## config.mk

```make
export PLATFORM = sky130hd
export DESIGN_NAME = flbpm_layer_ctl
export DESIGN_NICKNAME = d
export VERILOG_FILES = /design/src/rtl/flbpm_pkg.sv /design/src/rtl/flbpm_layer_ctl.sv
export SDC_FILE = /design/constraint.sdc
export NUM_CORES = 1
export LEC_CHECK = 0
export ABC_AREA = 0
export BUFFER_PORTS_ARGS = -buffer_cell sky130_fd_sc_hd__buf_4
export CORE_ASPECT_RATIO = 1.25
export CORE_MARGIN = 3
export CORE_UTILIZATION = 50
export CTS_CLUSTER_SIZE = 14
export DETAILED_ROUTE_END_ITERATION = 7
export PLACE_DENSITY = 0.75
export SETUP_SLACK_MARGIN = 0.3
export SYNTH_ARGS = -nofsm -noshare
export SYNTH_HDL_FRONTEND = slang
export SYNTH_SLANG_ARGS = --single-unit
```

## constraint.sdc

```tcl
create_clock -name i_clk -period 2.75 [get_ports i_clk]
set_input_delay 0 -clock i_clk [delete_from_list [all_inputs] [get_ports i_clk]]
set_output_delay 0 -clock i_clk [all_outputs]
set_load 0.005 [all_outputs]
```

## src/rtl/flbpm_pkg.sv

```systemverilog
package flbpm_pkg;

    localparam int LAYER_COUNT     = 4;
    localparam int LATCH_COUNT     = 13;
    localparam int LAYER_ROM_BYTES = 8192;
    localparam int BANK_AW         = $clog2(LAYER_ROM_BYTES);

    localparam logic [2:0] FN_LATCH = 3'd0;
    localparam logic [2:0] FN_LINE  = 3'd1;
    localparam logic [2:0] FN_TICK  = 3'd2;
    localparam logic [2:0] FN_ROM   = 3'd3;
    localparam logic [2:0] FN_MIX   = 3'd4;

    typedef struct packed {
        logic                        valid;
        logic [LAYER_COUNT-1:0]      live;
        logic [LAYER_COUNT-1:0][1:0] k;
        logic [3:0]                  bank;
        logic [3:0]                  group;
    } t_fetch;

    typedef logic [LAYER_COUNT-1:0][BANK_AW-1:0] t_rom_addr;
    typedef logic [LAYER_COUNT-1:0][7:0]         t_rom_data;

endpackage

```

## src/rtl/flbpm_layer_ctl.sv

```systemverilog
module flbpm_layer_ctl
    import flbpm_pkg::*;
(
    input  logic       i_clk,
    input  logic       i_rst_n,
    input  logic       i_flip_mode_we,
    input  logic       i_flip_mode,
    input  logic       i_acc,
    input  logic [2:0] i_func,
    input  logic [3:0] i_latch_index,
    input  logic [7:0] i_write_data,
    output t_fetch     o_fetch,
    output t_rom_addr  o_rom_addr
);

    logic [7:0] r_latch [LATCH_COUNT];
    logic [7:0] r_xpos  [LAYER_COUNT];
    logic [7:0] r_row   [LAYER_COUNT];
    logic [4:0] r_start [LAYER_COUNT];
    logic [4:0] r_stop  [LAYER_COUNT];
    logic [3:0] r_mbank;
    logic [3:0] r_group;
    logic       r_flip;

    logic [7:0] n_xpos [LAYER_COUNT];
    logic       n_step [LAYER_COUNT];

    always_comb begin
        for (int i = 0; i < LAYER_COUNT; i++) begin
            if (r_flip) begin
                n_step[i] = (r_xpos[i][4:0] == 5'd0);
                n_xpos[i] = r_xpos[i] - 8'd1;
            end else begin
                n_xpos[i] = r_xpos[i] + 8'd1;
                n_step[i] = (n_xpos[i][4:0] == 5'd0);
            end
            o_fetch.live[i] = (r_start[i][4] ^ r_stop[i][4]) & ~r_xpos[i][7];
            o_fetch.k[i]    = r_xpos[i][1:0];
            o_rom_addr[i]   = {r_row[i], r_xpos[i][6:2]};
        end
        o_fetch.valid = i_acc && (i_func == FN_TICK);
        o_fetch.bank  = r_mbank;
        o_fetch.group = r_group;
    end

    always_ff @(posedge i_clk) begin
        if (!i_rst_n) begin
            for (int j = 0; j < LATCH_COUNT; j++) begin
                r_latch[j] <= '0;
            end
            for (int i = 0; i < LAYER_COUNT; i++) begin
                r_xpos[i]  <= '0;
                r_row[i]   <= '0;
                r_start[i] <= '0;
                r_stop[i]  <= '0;
            end
            r_mbank <= '0;
            r_group <= '0;
            r_flip  <= 1'b0;
        end else begin
            if (i_flip_mode_we) begin
                r_flip <= i_flip_mode;
            end
            if (i_acc) begin
                case (i_func)
                    FN_LATCH: begin
                        if (i_latch_index < 4'(LATCH_COUNT)) begin
                            r_latch[i_latch_index] <= i_write_data;
                        end
                    end
                    FN_LINE: begin
                        for (int i = 0; i < LAYER_COUNT; i++) begin
                            r_xpos[i]  <= r_latch[2*i];
                            r_row[i]   <= r_latch[2*i+1];
                            r_start[i] <= {1'b0, r_latch[8+i][3:0]};
                            r_stop[i]  <= {1'b0, r_latch[8+i][7:4]};
                        end
                        r_mbank <= r_latch[12][3:0];
                        r_group <= r_latch[12][7:4];
                    end
                    FN_TICK: begin
                        for (int i = 0; i < LAYER_COUNT; i++) begin
                            r_xpos[i] <= n_xpos[i];
                            if (n_step[i]) begin
                                r_start[i] <= r_start[i] + 5'd1;
                                r_stop[i]  <= r_stop[i] + 5'd1;
                            end
                        end
                    end
                    default: ;
                endcase
            end
        end
    end

    a_line_closes_windows: assert property (@(posedge i_clk) disable iff (!i_rst_n)
        (i_acc && i_func == FN_LINE) |=>
            (r_start[0][4] == 1'b0 && r_stop[0][4] == 1'b0 &&
             r_start[3][4] == 1'b0 && r_stop[3][4] == 1'b0))
        else $error("line start left a window counter bit 4 set");

endmodule

```

### Yosys cells after proc, flatten, opt, wreduce, memory -nomap -nowiden

Memory sizes are Yosys's and may differ from the RTL's. A register that Yosys moved wholly into a read port is not among the register bits.
Cells that the tools add are included.

| storage, ports and cells | value |
|---|---|
| flip-flop bits (word level) | 1 |
| bits in writable memories | 208 |
| input port bits | 20 |
| memories | 5 |

| cells by class | value |
|---|---|
| add/sub/neg operators | 16 |
| $lt $le $gt $ge | 1 |
| equality and inequality tests | 2 |
| mux-type cells | 73 |
| bitwise gates (word level) | 40 |
| reduce and logical (&&, ||, !) cells | 13 |

Memories:

| name | depth | bits a word | rd ports | clocked after memory_dff | wr ports | line | source |
|---|---|---|---|---|---|---|---|
| r_latch | 13 | 8 | 13 | 1 | 13 | flbpm_layer_ctl.sv:16 | `logic [7:0] r_latch [LATCH_COUNT];` |
| r_row | 4 | 8 | 4 | 0 | 4 | flbpm_layer_ctl.sv:18 | `logic [7:0] r_row [LAYER_COUNT];` |
| r_xpos | 4 | 8 | 4 | 0 | 4 | flbpm_layer_ctl.sv:17 | `logic [7:0] r_xpos [LAYER_COUNT];` |
| r_start | 4 | 5 | 4 | 0 | 4 | flbpm_layer_ctl.sv:19 | `logic [4:0] r_start [LAYER_COUNT];` |
| r_stop | 4 | 5 | 4 | 0 | 4 | flbpm_layer_ctl.sv:20 | `logic [4:0] r_stop [LAYER_COUNT];` |

Operator list:

| cell | count |
|---|---|
| 2-to-1 mux 8 bit | 17 |
| 2-to-1 mux 5 bit | 16 |
| adder 5 x 1 -> 5 bit, second input constant | 8 |
| zero test 5 bit | 8 |
| 2-to-1 mux 1 bit | 39 |
| adder 8 x 1 -> 8 bit, second input constant | 4 |
| subtractor 8 x 1 -> 8 bit, second input constant | 4 |
| bitwise OR 1 bit | 28 |
| OR reduction 8 bit | 1 |
| AND 1 bit | 4 |
| < comparator 4 bit, second input constant | 1 |
| 2-to-1 mux 4 bit | 1 |
| NOT 1 bit | 4 |
| XOR 1 bit | 4 |
| == test 3 x 1 -> 1 bit, second input constant | 1 |
| == test 3 x 2 -> 1 bit, second input constant | 1 |
| zero test 3 bit | 1 |
| AND reduction 2 bit | 1 |
| logical AND 1 bit | 1 |
| zero test 1 bit | 1 |

### Depth between registers and ports, before layout

Gate-level depths: netlist of run 1.

| depth | value |
|---|---|
| word-level depth | 9 |
| mapped depth | 8 |
| depth with buffers taken out | 7 |

### Worst setup path after synthesis of run 1

No wires, ideal clock.

| timing path | value |
|---|---|
| kind | register -> register |
| start point | memory r_xpos[0][0] |
| end point | memory r_start[0][0], enable pin |
| data arrival time | 1.870 ns |
| path slack | 0.541 ns |
| stages on the path, launching flop included | 9 |
| buffers on the path | 2 |
| clock period less this slack | 2.209 ns |
| cell sequence | edfxtp_1 ha_1 nand3_1 xor2_1 o2111ai_1 a21o_1 buf_2 buf_1 nand2_1 |

RTL lines:

| element | line |
|---|---|
| start, declared | flbpm_layer_ctl.sv:17 |
| end, declared | flbpm_layer_ctl.sv:19 |

==> results.yml, run 1 <==
cells_and_area:
  mostFrequentLayoutCell: "edfxtp_1"
  antennaDiodeCount: 0
  design_area_mm2: 0.0120
  drive_gt1_share_pct: 18.7
  final_cell_mix: "edfxtp_1, and2_1, buf_4, nand2_1, o21ai_0"
  layout.nets: 959
  areaGrowthSynthToFinish_pct: 16.3
  nFillCells: 1647
  final_cells: 1201
clocking:
  clockRootBuffer: "clkbuf_16"
  cts_tree: "yes"
  numClockSinks: 217
  htreeDepth: 1
  clkTransAtPathRegs_ns: 0.06
  clock_latency_ns: 0.49
  clk_path_buf_depth: 3
  cts_buffers: 22
hold_path:
  worstHoldStart: "i_rst_n"
  hold_depth: 3
  min_path_type: "in -> reg"
  hold_end: "r_flip$_SDFFE_PN0P_"
setup_path:
  cp_max_fo: 8
  r2r_slack_ns: 0.41
  r2r-start: "r_xpos[2][0]$_DFFE_PP_"
  critPathKind: "reg -> reg"
  r2r_end: "r_start[2][3]$_DFFE_PP_"
  reg2reg_depth: 7
  crit_arrival_ns: 2.53
  end_kind: "flip-flop"
  crit_required_ns: 2.94
  start_kind: "flip-flop"
yosys:
  synth_cell_types: 56
  synth_ff_type: "edfxtp_1"
  synth.net_count: 872
  ys_async_sr_fraction_pct: 0
  syn_area_mm2: 0.0103
  synth_edf_count: 206
  synth_seq_cells: 217
  yosysWarnings: 0
  syn_inst: 828
  ys_seq_area_share_pct: 62.2
  avgSynthCellArea_um2: 12.4
detailed_routing:
  wl_per_cell_um: 16.9
  drtAntennaViolNets: 0
  drc_errors: 0
  viasPerCell: 5.21
  first_pass_iters: 5
  vias: 6260
  drt_iter0_drc: 528
  wl_mm: 20.3
global_routing:
  grt_pass1_wl_mm: 31.9
  grt_usage_pct: 17.9
  antenna_found_initial: 0
  grt_max_degree: 37
  grt_pass1_vias: 6185
  grt_overflow_total: 0
sta:
  period_needed_ns: 2.34
  period_share_pct: 84.9
  skew_ns: 0.00720
  finalSetupTns_ns: 0
  slew_violations: 0
  hold_viol: 0
  fmax_mhz: 428
  rsz0062_at_grt: "yes"
  setup_viol: 0
  tightest_slew_ns: 0.682
  slew_headroom_pct: 54.4
pwr:
  power_frac_comb_pct: 6.4
  p_int_mw: 5.68
  p_seq_share_pct: 53.5
  netSwitchingPower_mw: 1.57
  irDropWorstVdd_mv: 0.345
  power_density_mw_per_mm2: 606
  clockPowerShare_pct: 40.2
  power.leakage_nw: 4.48
  netSwitchingFraction_pct: 21.7
placement:
  hpwl_mm: 13.5
  place_congestion: 0.844
  place_area_mm2: 0.0111
  numPortBuffers: 92
  dp_cells: 1148
floorplan:
  start_util_pct: 51.1
  row_count: 58
  core-area_mm2: 0.0202
  pin_count: 93
  die_h_um: 166
  dieArea_mm2: 0.0224
  die_w_um: 134
job:
  max-cap-violations: 0
status:
  status: "finished clean"
[cell type report]
class / count / area, µm² / share of cell area, %
Clock buffer: 25 / 583 / 4.87
Clock inverter: 15 / 124 / 1.03
Inverter: 21 / 78.8 / 0.658
Multi-Input combinational cell: 530 / 3490 / 29.1
Sequential cell: 217 / 6410 / 53.5
Tap cell: 270 / 338 / 2.82
Timing Repair Buffer: 123 / 961 / 8.02
[state kept, by name, indices dropped and copies added (netlist names)]
register,flops
r_xpos,32
r_stop,20
r_mbank,4
r_group,4
r_row,32
r_start,20
r_flip,1
r_latch,104
[timing repair]
action / CTS / global route
resized for setup: 0 / 3
endpoints found under the hold margin: 90 / 0
hold buffers: 10 / 0
buffers inserted: 0 / 3
endpoints found under the setup margin: 0 / 37
[per-stage QoR]
stage | setup WS (ns) | power (mW) | hold slack (ns) | utilization (%)
floorplan | 0.541 | 4.19 | 0.146 | -
global placement | 0.402 | 4.39 | 0.268 | 55.2
detailed placement | 0.388 | 4.40 | 0.280 | 55.2
CTS | 0.378 | 7.30 | 0.0153 | 59.2
global route | 0.261 | 7.49 | 0.0378 | 59.4
finish | 0.415 | 7.26 | 0.0315 | 59.4
[cell families (layout without fill, tap and decap cells)]
group	after synthesis	count (layout)	synth area share, %
simple gates	334	334	18.6
flops	217	217	62.2
compound gates	106	106	6.56
buf+inv	81	184	4.09
xor+xnor	62	62	5.27
fa+ha+maj	24	24	2.92
mux	4	4	0.389
[routing by layer]
layer,GRT usage (%),share of wire [%]
met3,2.93,5.5
met1,23.8,43
met5,0,0
met2,30.4,49
met4,5.00,2.2
[synthesized netlist by cell type, types with 2 or more instances]
cell	number	area share, %
nor4b_4	2	0.46
nor2_1	22	0.80
nor2b_1	3	0.18
clkbuf_1	23	0.84
a21o_1	3	0.22
xor2_1	28	2.4
ha_1	24	2.9
nand2_1	84	3.1
nor4_4	2	0.41
nor3_1	7	0.34
a21oi_1	3	0.15
a31oi_1	4	0.24
nand2b_1	14	0.85
nor2_2	3	0.18
dfxtp_1	11	2.1
or3_1	2	0.12
nand4_1	6	0.36
nor4_1	2	0.12
nand2b_2	2	0.17
and2_1	137	8.3
o22ai_1	13	0.79
nor3_2	6	0.58
a21boi_0	3	0.22
xnor2_1	34	2.9
o2bb2ai_1	2	0.17
a22o_1	16	1.4
buf_4	29	2.1
nand3_1	29	1.4
o31ai_1	4	0.29
mux2i_1	4	0.39
o21ai_1	2	0.097
inv_1	20	0.73
edfxtp_1	206	60
o21ai_0	50	2.4
buf_2	7	0.34
[power groups by stage]
stage | Combinational, mW | Sequential (mW) | Clock (mW)
finish | 0.462 | 3.88 | 2.92
floorplan | 0.281 | 3.91 | 0
CTS | 0.464 | 3.88 | 2.95
global route | 0.511 | 3.90 | 3.08
detailed placement | 0.449 | 3.95 | 0
global placement | 0.444 | 3.94 | 0
[worst max-delay path by stage]
stage,from,end,slack (ns),cells past startpoint
3_3_place_gp,r_xpos[3][0]$_DFFE_PP_,r_stop[3][2]$_DFFE_PP_,0.40,7
5_1_grt,r_xpos[2][0]$_DFFE_PP_,r_stop[2][3]$_DFFE_PP_,0.26,7
2_1_floorplan,r_xpos[0][0]$_DFFE_PP_,r_start[0][0]$_DFFE_PP_,0.54,8
6_report,r_xpos[2][0]$_DFFE_PP_,r_start[2][3]$_DFFE_PP_,0.41,7
4_1_cts,r_xpos[2][0]$_DFFE_PP_,r_stop[2][3]$_DFFE_PP_,0.38,7
3_5_place_dp,r_xpos[2][0]$_DFFE_PP_,r_start[2][3]$_DFFE_PP_,0.39,7
[worst max-delay path: stages, from the launching register on]
cell and delay, ns:
edfxtp_1 0.50, ha_1 0.29, or3_1 0.32, o31ai_1 0.09, a41oi_2 0.25, nor2_4 0.25, inv_1 0.15, nand2_2 0.18
Power figures use the tool's default switching activity.
==> inputs of run 2 (changes only) <==
Settings changed: ABC_AREA 0 to 1, PLACE_DENSITY 0.75 to 0.78.
Clock period 2.75 ns to 2.03 ns, I/O delays scaled along.
==> run 2 against run 1 <==
  * Sequential share of layout area is 4.2 points lower
  * Worst setup slack lost 0.25 ns
  * Worst hold slack better by 0.049 ns
  * Critical path type unchanged
==> results.yml, run 2 <==
status:
  status: "finished clean"
floorplan:
  row_count: 58
  die_h_um: 167
  start_util_pct: 51.3
  die_w_um: 135
  dieArea_mm2: 0.0226
  pin_count: 93
  core-area_mm2: 0.0203
setup_path:
  end_kind: "flip-flop"
  crit_arrival_ns: 2.13
  crit_chain: "nand3_2, xor2_1, nor2_1, nand2_1, nand2_4, nand2_8, buf_8, nand2_4, nand2_2, nand2_2, inv_1"
  r2r_slack_ns: 0.17
  crit_required_ns: 2.30
  crit_path_top_delay_cell: "edfxtp_1"
  r2r-start: "r_xpos[1][2]$_SDFFCE_PP0P_"
  r2r_end: "r_start[1][2]$_SDFFCE_PP0P_"
  start_kind: "flip-flop"
  reg2reg_depth: 11
  cp_max_fo: 7
  critPathKind: "reg -> reg"
  cp_slowest_stage_delay_ns: 0.54
sta:
  whs_ns: 0.0800
  slew_violations: 0
  rsz0062_at_grt: "yes"
  fmax_mhz: 537
  skew_ns: 0.00861
  hold_viol: 0
  setup_viol: 0
  period_share_pct: 91.8
  finalSetupTns_ns: 0
  slew_headroom_pct: 44.0
  tightest_slew_ns: 0.839
  period_needed_ns: 1.86
cells_and_area:
  areaGrowthSynthToFinish_pct: 24.9
  layout.nets: 1206
  nFillCells: 1519
  drive_gt1_share_pct: 26.2
  post-route-util_pct: 64.0
  largest_reg_flops: 104
  antennaDiodeCount: 0
  mostFrequentLayoutCell: "edfxtp_1"
  multi_input_area_mm2: 0.00368
  register_area_mm2: 0.00641
  top_regs: "r_latch x104, r_row x32, r_xpos x32"
  regMostFlops: "r_latch"
  design_area_mm2: 0.0130
  final_cell_mix: "edfxtp_1, nor2_1, nand2_1, buf_4, inv_1"
detailed_routing:
  wl_per_cell_um: 17.0
  wl_mm: 24.6
  drt_iter0_drc: 654
  drtAntennaViolNets: 0
  drc_errors: 0
  vias: 7670
  first_pass_iters: 5
  viasPerCell: 5.30
global_routing:
  grt_overflow_total: 0
  grt_max_degree: 57
  grt_usage_pct: 20.8
  grt_pass1_vias: 7396
  grt_pass1_wl_mm: 37.7
  antenna_found_initial: 0
yosys:
  synth_cell_types: 46
  synth.top_cell.area_share_pct: 59.4
  muxShareOfSynthArea_pct: 0
  yosysTopAreaCell: "edfxtp_1"
  synth_fa_ha_area_share_pct: 2.88
  yosysWarnings: 0
  synth_ff_type: "edfxtp_1"
  synth_top_family_by_area: "simple AND/OR/NAND/NOR gates"
  synthTopCellsByArea: "edfxtp_1, nor2_1, nand2_1"
  synthSimpleGateAreaFrac_pct: 19.4
  syn_area_mm2: 0.0104
  syn_inst: 1023
  ys_seq_area_share_pct: 61.5
  synth_edf_count: 206
  yosysMostFrequentCell: "edfxtp_1"
  synth.net_count: 1067
  synth-compound-area-share_pct: 5.47
  ys_async_sr_fraction_pct: 0
  synth.cells.most_frequent: "edfxtp_1, nor2_1, nand2_1, inv_1, nand3_1"
  avgSynthCellArea_um2: 10.2
  synthXorXnorAreaFrac_pct: 3.11
  synth_seq_cells: 217
pwr:
  power.leakage_nw: 5.54
  irDropWorstVdd_mv: 0.644
  power_density_mw_per_mm2: 790
  finalPower_mw: 10.3
clocking:
  cts_tree: "yes"
  clock_latency_ns: 0.50
  numClockSinks: 217
  htreeDepth: 1
  clk_path_buf_depth: 3
  clockRootBuffer: "clkbuf_16"
  cts_buffers: 22
  clkTransAtPathRegs_ns: 0.06
hold_path:
  hold_end: "r_latch[1][0]$_SDFFCE_PN0P_"
  worstHoldStart: "i_latch_index[2]"
  min_path_type: "in -> reg"
  hold_depth: 5
placement:
  hpwl_mm: 15.2
  numPortBuffers: 92
  place_area_mm2: 0.0114
  place_congestion: 0.867
job:
  max-cap-violations: 0
-- run 2: cell types whose count changed after synthesis, moves of 7 or more --
cell / delta
nor2_1: +178
nand2b_1: -14
and2_1: -137
nand3_1: +22
a21oi_1: +17
xnor2_1: -16
xor2_1: -9
inv_1: +80
buf_2: +7
nand2_1: +111
clkbuf_1: -8
a22o_1: -8
o22ai_1: -11
-- run 2: metal layers --
metal | track usage (%) | up-vias | wire length, µm
li1 | - | 3645 | -
met1 | 26.9 | 3662 | 9640
met2 | 35.9 | 309 | 12700
met3 | 3.16 | 54 | 1690
met4 | 7.15 | 0 | 620
met5 | 0 | - | 0
-- run 2: cells by family after synthesis --
| kind of cell | count (synthesis) |
|---|---|
| AO/OA/AOI/OAI | 94 |
| XOR/XNOR | 37 |
| AND/OR/NAND/NOR | 483 |
| adder cells (fa/ha/maj) | 24 |
| flip-flops | 217 |
| buffers and inverters | 168 |
-- run 2: critical path, delay by kind of cell, from the launching register on --
kind / cells / cell delay (ns)
buffers and inverters: 2 / 0.20
xor gates and xnor gates: 1 / 0.16
and+or+nand+nor: 8 / 0.75
DFF: 1 / 0.54
-- run 2: how the worst max path moves through the flow --
stage	startpoint	endpoint	depth (start not counted)	slack, ns
5_1_grt	r_xpos[1][2]$_SDFFCE_PP0P_	r_start[1][2]$_SDFFCE_PP0P_	11	0.05
2_1_floorplan	r_xpos[0][0]$_DFFE_PP_	r_start[0][2]$_DFFE_PP_	10	0.23
4_1_cts	r_xpos[0][1]$_DFFE_PP_	r_stop[0][0]$_DFFE_PP_	10	0.18
3_5_place_dp	r_xpos[1][1]$_SDFFCE_PP0P_	r_stop[0][0]$_DFFE_PP_	10	0.04
3_3_place_gp	r_xpos[1][1]$_SDFFCE_PP0P_	r_start[1][0]$_SDFFCE_PP0P_	10	0.15
6_report	r_xpos[1][2]$_SDFFCE_PP0P_	r_start[1][2]$_SDFFCE_PP0P_	11	0.17
-- run 2: power by group --
group	leakage (nW)	internal [mW]	switching, mW
Sequential	2.15	5.11	0.127
Clock	0.358	2.57	1.64
Combinational	3.03	0.330	0.494
Total	5.54	8.00	2.26
-- run 2: cell type report --
class / count / area share [%]
flip-flops and latches: 217 / 49.3
multi-input cells: 642 / 28.3
inverters: 105 / 3.10
clock inverters: 12 / 1.19
clock buffers: 27 / 4.54
well taps: 270 / 2.60
repair buffers: 174 / 11.0
-- run 2: stage by stage --
step,std cells,setup WS (ns)
2_1_floorplan,1023,0.229
3_3_place_gp,1358,0.146
3_5_place_dp,1358,0.0366
4_1_cts,1424,0.184
5_1_grt,1447,0.0476
6_report,1447,0.166
-- run 2: what timing repair did --
action / 4_1_cts / 5_1_grt
hold endpoints to repair: 1 / 0
setup endpoints to repair: 64 / 93
gates resized for setup: 34 / 95
hold buffers: 3 / 0
gates cloned: 4 / 0
setup buffers: 20 / 23
pin swaps: 16 / 28
